**src/hdl/assert_macros.svh**
```systemverilog
// Assertion macros used by the datapath of the extent set core.
`ifndef ASSERT_MACROS_SVH
`define ASSERT_MACROS_SVH
`ifndef ASSERT_OFF
// A property that must hold at every rising clock edge outside reset.
`define ASSERT_ALWAYS(name, clk, rst, prop) \
   name: assert property (@(posedge clk) disable iff (rst) (prop)) \
      else $error("assertion failed");
// An implication checked in the same cycle outside reset.
`define ASSERT_IMPLY(name, clk, rst, ante, cons) \
   name: assert property (@(posedge clk) disable iff (rst) (ante) |-> (cons)) \
      else $error("assertion failed");
`else
`define ASSERT_ALWAYS(name, clk, rst, prop)
`define ASSERT_IMPLY(name, clk, rst, ante, cons)
`endif
`endif

```
**src/hdl/ess_pkg.sv**
```systemverilog
// Types and codes shared by the extent set controller, datapath and top level.
`timescale 1ns / 1ps
package ess_pkg;

   typedef enum logic [1:0] {
      MODE_LOOKUP     = 2'd0,
      MODE_INSERT_NEW = 2'd1,
      MODE_INSERT_EXT = 2'd2,
      MODE_REMOVE     = 2'd3
   } mode_type;

   typedef enum logic [2:0] {
      ST_OK       = 3'd0,
      ST_OVERLAP  = 3'd1,
      ST_NOTFOUND = 3'd2,
      ST_FULL     = 3'd3,
      ST_INVALID  = 3'd4
   } status_type;

   typedef struct packed {
      mode_type    mode;
      logic [63:0] range_start;
      logic [63:0] range_len;
   } req_type;

   typedef struct packed {
      status_type  status;
      logic [63:0] found_start;
      logic [63:0] found_len;
      logic [6:0]  extent_count;
   } rsp_type;

   // One table entry, held as first unit and end (one past the last unit).
   typedef struct packed {
      logic [63:0] first;
      logic [63:0] last;
   } entry_type;

   // Commands from the controller to the datapath.
   typedef struct packed {
      logic accept;
      logic scan_rd;
      logic scan_ev;
      logic plan;
      logic mv_rd;
      logic mv_wr;
      logic wr_a;
      logic wr_b;
      logic respond;
   } cmd_type;

   // Status from the datapath to the controller.
   typedef struct packed {
      logic scan_done;
      logic mv_done;
      logic wa_en;
      logic wb_en;
   } stat_type;

endpackage

```
**src/hdl/ess_ctrl.sv**
```systemverilog
// Controller state machine that sequences the scan, shift and write phases.
`timescale 1ns / 1ps
module ess_ctrl (
   input  logic             clock,
   input  logic             reset,
   input  logic             start,
   output logic             busy,
   input  ess_pkg::stat_type stat,
   output ess_pkg::cmd_type  cmd
);
   import ess_pkg::*;

   typedef enum logic [8:0] {
      S_IDLE    = 9'b000000001,
      S_SCAN_RD = 9'b000000010,
      S_SCAN_EV = 9'b000000100,
      S_PLAN    = 9'b000001000,
      S_SHIFT   = 9'b000010000,
      S_MV_WR   = 9'b000100000,
      S_WR_A    = 9'b001000000,
      S_WR_B    = 9'b010000000,
      S_RESP    = 9'b100000000
   } state_type;

   state_type state_ff, state_in;

   // State register.
   always_ff @(posedge clock) begin
      if (reset) begin
         state_ff <= S_IDLE;
      end else begin
         state_ff <= state_in;
      end
   end

   // Next state and commands.
   always_comb begin
      state_in = state_ff;
      cmd      = '0;
      case (state_ff)
         S_IDLE: begin
            if (start) begin
               cmd.accept = 1'b1;
               state_in   = S_SCAN_RD;
            end
         end
         S_SCAN_RD: begin
            if (stat.scan_done) begin
               state_in = S_PLAN;
            end else begin
               cmd.scan_rd = 1'b1;
               state_in    = S_SCAN_EV;
            end
         end
         S_SCAN_EV: begin
            cmd.scan_ev = 1'b1;
            state_in    = S_SCAN_RD;
         end
         S_PLAN: begin
            cmd.plan = 1'b1;
            state_in = S_SHIFT;
         end
         S_SHIFT: begin
            if (stat.mv_done) begin
               state_in = S_WR_A;
            end else begin
               cmd.mv_rd = 1'b1;
               state_in  = S_MV_WR;
            end
         end
         S_MV_WR: begin
            cmd.mv_wr = 1'b1;
            state_in  = S_SHIFT;
         end
         S_WR_A: begin
            cmd.wr_a = stat.wa_en;
            state_in = S_WR_B;
         end
         S_WR_B: begin
            cmd.wr_b = stat.wb_en;
            state_in = S_RESP;
         end
         S_RESP: begin
            cmd.respond = 1'b1;
            state_in    = S_IDLE;
         end
         default: begin
            state_in = S_IDLE;
         end
      endcase
   end

   assign busy = (state_ff != S_IDLE);

endmodule

```
**config.mk**
```make
export PLATFORM = sky130hd
export DESIGN_NAME = ess_ctrl
export DESIGN_NICKNAME = d
export VERILOG_FILES = /design/src/hdl/assert_macros.svh /design/src/hdl/ess_pkg.sv /design/src/hdl/ess_ctrl.sv
export SDC_FILE = /design/constraint.sdc
export NUM_CORES = 1
export LEC_CHECK = 0
export CELL_PAD_IN_SITES_DETAIL_PLACEMENT = 0
export CELL_PAD_IN_SITES_GLOBAL_PLACEMENT = 2
export CORE_MARGIN = 4
export CORE_UTILIZATION = 38
export CTS_BUF_LIST = sky130_fd_sc_hd__clkbuf_8
export DETAILED_ROUTE_END_ITERATION = 8
export DONT_BUFFER_PORTS = 1
export PLACE_DENSITY_LB_ADDON = 0.08
export RECOVER_POWER = 50
export REMOVE_ABC_BUFFERS = 1
export SLEW_MARGIN = 20
export SYNTH_ARGS = -nofsm -noshare
export SYNTH_HDL_FRONTEND = slang
export SYNTH_SLANG_ARGS = --single-unit
```
**constraint.sdc**
```tcl
create_clock -name clock -period 3.8 [get_ports clock]
set_input_delay 0 -clock clock [delete_from_list [all_inputs] [get_ports clock]]
set_output_delay 0 -clock clock [all_outputs]
set_load 0.1 [all_outputs]
```
==> results.yml <==
timing:
  min_period_ns: 2.76
  finalSetupTns_ns: 0
  maxSlewViolCount: 0
  slew_headroom_pct: 10.5
  setup_ws_ns: 1.04
  finalCritPeriodShare_pct: 72.7
  worst_pin_slew_ns: 1.34
  rsz0062_at_grt: "no"
  finalSetupViolCount: 0
  clock_skew_ns: 0.000189
  fmax_mhz: 362
  finalHoldViolations: 0
critical_path:
  cp-startpoint: "state_ff[8]"
  critical-path-max-stage-delay_ns: 0.84
  endpoint_kind: "output port"
  reg2reg_to: "state_ff[4]"
  worst-path-buf-inv: 2
  cp_data_required_time_ns: 3.80
  cp_cell_sequence: "nor4_1, nand4_1, clkbuf_1, nor2_2, buf_4"
  cp_max_fo: 6
  crit_type: "reg2out"
  cp_top_family: "simple AND/OR/NAND/NOR gates"
  reg2regPathDepth: 5
  rrSetupSlack_ns: 1.05
  cp_slowest_cell: "nor4_1"
  cp-start-kind: "flop"
  regToRegStartpoint: "state_ff[8]"
  crit_arrival_ns: 2.76
placement:
  io_buffers: 0
  hpwlAfterDp_microns: 985
  gp_congestion: 0.789
  pre_cts_ws_ns: 1.72
cts:
  clockBufferDepth: 2
  clkLatencyLatePin_ns: 0.23
  clkTransAtPathRegs_ns: 0.04
  numClockSinks: 9
  cts_tree: "done"
  cts-buffers-inserted: 3
  root_buffer: "clkbuf_8"
  cts_max_level: 1
  post_cts_buffers: 0
pwr:
  irDropWorstVdd_mv: 0.291
  p_per_area_nw_per_um2: 478
  totalPowerFinal_mw: 0.331
  p_leak_nw: 0.267
min_path:
  hold_end: "state_ff[2]"
  hp-start: "reset"
  hold_class: "in2reg"
  hold_path_depth: 2
route:
  drt_wl_total_microns: 1250
  drtAntennaViolNets: 0
  vias: 473
  viasPerCell: 5.77
  wl_per_cell_microns: 15.3
  drc: 0
  initialDrtViolationCount: 8
  drtPass1Iterations: 4
global_routing:
  grt.overflow.total: 0
  grt_pass1_vias: 474
  grt_max_degree: 8
  grt_antenna_before_repair: 0
  grt_pass1_wl_microns: 2130
  grt_use_total_pct: 15.1
floorplan:
  ios: 17
  core_area_sq_um: 1190
  die_area_sq_um: 2010
  die_w_microns: 44.8
  die_h_microns: 44.8
  rows: 12
  start_util_pct: 43.4
synthesis:
  yosysSeqAreaShare_pct: 35.0
  synthTopCellsByArea: "dfxtp_1 35%, nor2_1 4.4%, nor3b_1 4.4%"
  synth_area_sq_um: 514
  yosysWarnings: 0
  synth_area_per_cell_sq_um: 9.02
  synth_top_area_share_pct: 35.0
  syn_inst: 57
  synth.distinct_cells: 30
  ys_ff_latch: 9
  synth_top_cell_by_area: "dfxtp_1"
outcome:
  status: "complete, no violations"
layout:
  regMostFlops: "state_ff"
  drive_gt1_share_pct: 23.5
  top_regs: "state_ff x9"
  finalNetCount: 76
  diodes: 0
  largest_reg_flops: 9
  fillers: 113
  areaGrowthSynthToFinish_pct: 34.6
flow_run:
  drv_cap: 0
metal layers:
metal	vias to the layer above	global-route usage, %	share of wire, %
met3	4	7.97	9.4
met5	-	0	0
met2	22	26.4	52
met1	217	13.8	37
li1	230	-	-
met4	0	8.77	1.8
report_power, final:
group	total (mW)	internal (mW)	leakage [nW]	switching, mW
Combinational	0.111	0.0282	0.167	0.0830
Sequential	0.113	0.100	0.0730	0.0125
Clock	0.107	0.0702	0.0269	0.0364
layout by cell type, fill, tap and decap left out:
cell type	count
nor3b_1	2
nor3_4	1
and4b_1	1
a31o_2	1
nor4_1	4
nor2_1	4
o21bai_4	1
or3_1	2
nand2_2	1
o21ba_2	1
o22ai_1	1
xnor2_1	1
dlygate4sd3_1	4
nand2b_1	2
clkbuf_1	1
nor3b_2	1
and3_1	2
xor2_1	1
clkbuf_16	3
or4_1	1
buf_4	1
o21ai_0	1
nor4b_2	1
nor2_2	2
nand4_1	1
nor3_1	2
nor2b_1	2
clkbuf_8	3
o31ai_1	1
nand4b_1	1
inv_1	4
nand3_1	3
nor4b_1	1
dfxtp_1	9
nand2_1	1
cells in the mapped netlist (all sizes together):
cell type,instances
a31o,1
o22ai,1
nor4,4
nor2b,2
nand2,2
xnor2,1
nor2,6
xor2,1
nand2b,2
and3,2
nand4b,1
nand4,1
clkbuf,1
nor3,3
dfxtp,9
inv,3
or4,1
o21ba,1
or3,2
o21bai,1
nand3,3
o21ai,1
and4b,1
nor4b,2
o31ai,1
nor3b,3
buf,1
how the worst max path moves through the flow:
stage / end / cells past startpoint / slack [ns]
floorplan: cmd[6] / 3 / -0.14
global placement: state_ff[4] / 3 / 1.79
detailed placement: state_ff[4] / 3 / 1.72
CTS: cmd[7] / 4 / 1.52
global route: cmd[8] / 5 / 0.85
finish: cmd[8] / 5 / 1.04
area by class of cell:
type	count	area, sq um	area share (%)
timing repair buffer	9	126	18.3
clock inverter	1	3.75	0.542
multi-input combinational	43	312	45.0
tap	14	17.5	2.53
inverter	3	11.3	1.63
sequential	9	180	26.0
clock buffer	3	41.3	5.97
worst reg2reg max path, cell delays in order, from the launching register on:
cell and delay (ns):
dfxtp_1 0.35, nor4_1 0.84, nand4_1 0.17, clkbuf_1 0.61, o21bai_4 0.46, o21ba_2 0.21
per-stage QoR:
step           hold WS (ns)  util [%]  cells  cell area [sq um]
4_1_cts             0.00332      60.3     82                716
3_5_place_dp         0.0820      53.2     74                631
3_3_place_gp         0.0803      53.2     74                631
5_1_grt             0.00674      58.3     82                692
6_report            0.00544      58.3     82                692
2_1_floorplan        0.0761         -     55                502
cells by family after synthesis:
logic type | share of synthesized area [%]
xor gates and xnor gates | 3.41
and+or+nand+nor | 46.0
DFF | 35.0
buffers and inverters | 4.62
AOI/OAI and AO/OA | 11.0
repair_timing:
| item | CTS | global route |
|---|---|---|
| endpoints found under the setup margin | 0 | 0 |
| endpoints found under the hold margin | 4 | 0 |
| resized for setup | 0 | 0 |
| hold buffers | 4 | 0 |
Note: power is estimated with default switching activity, not from simulation.
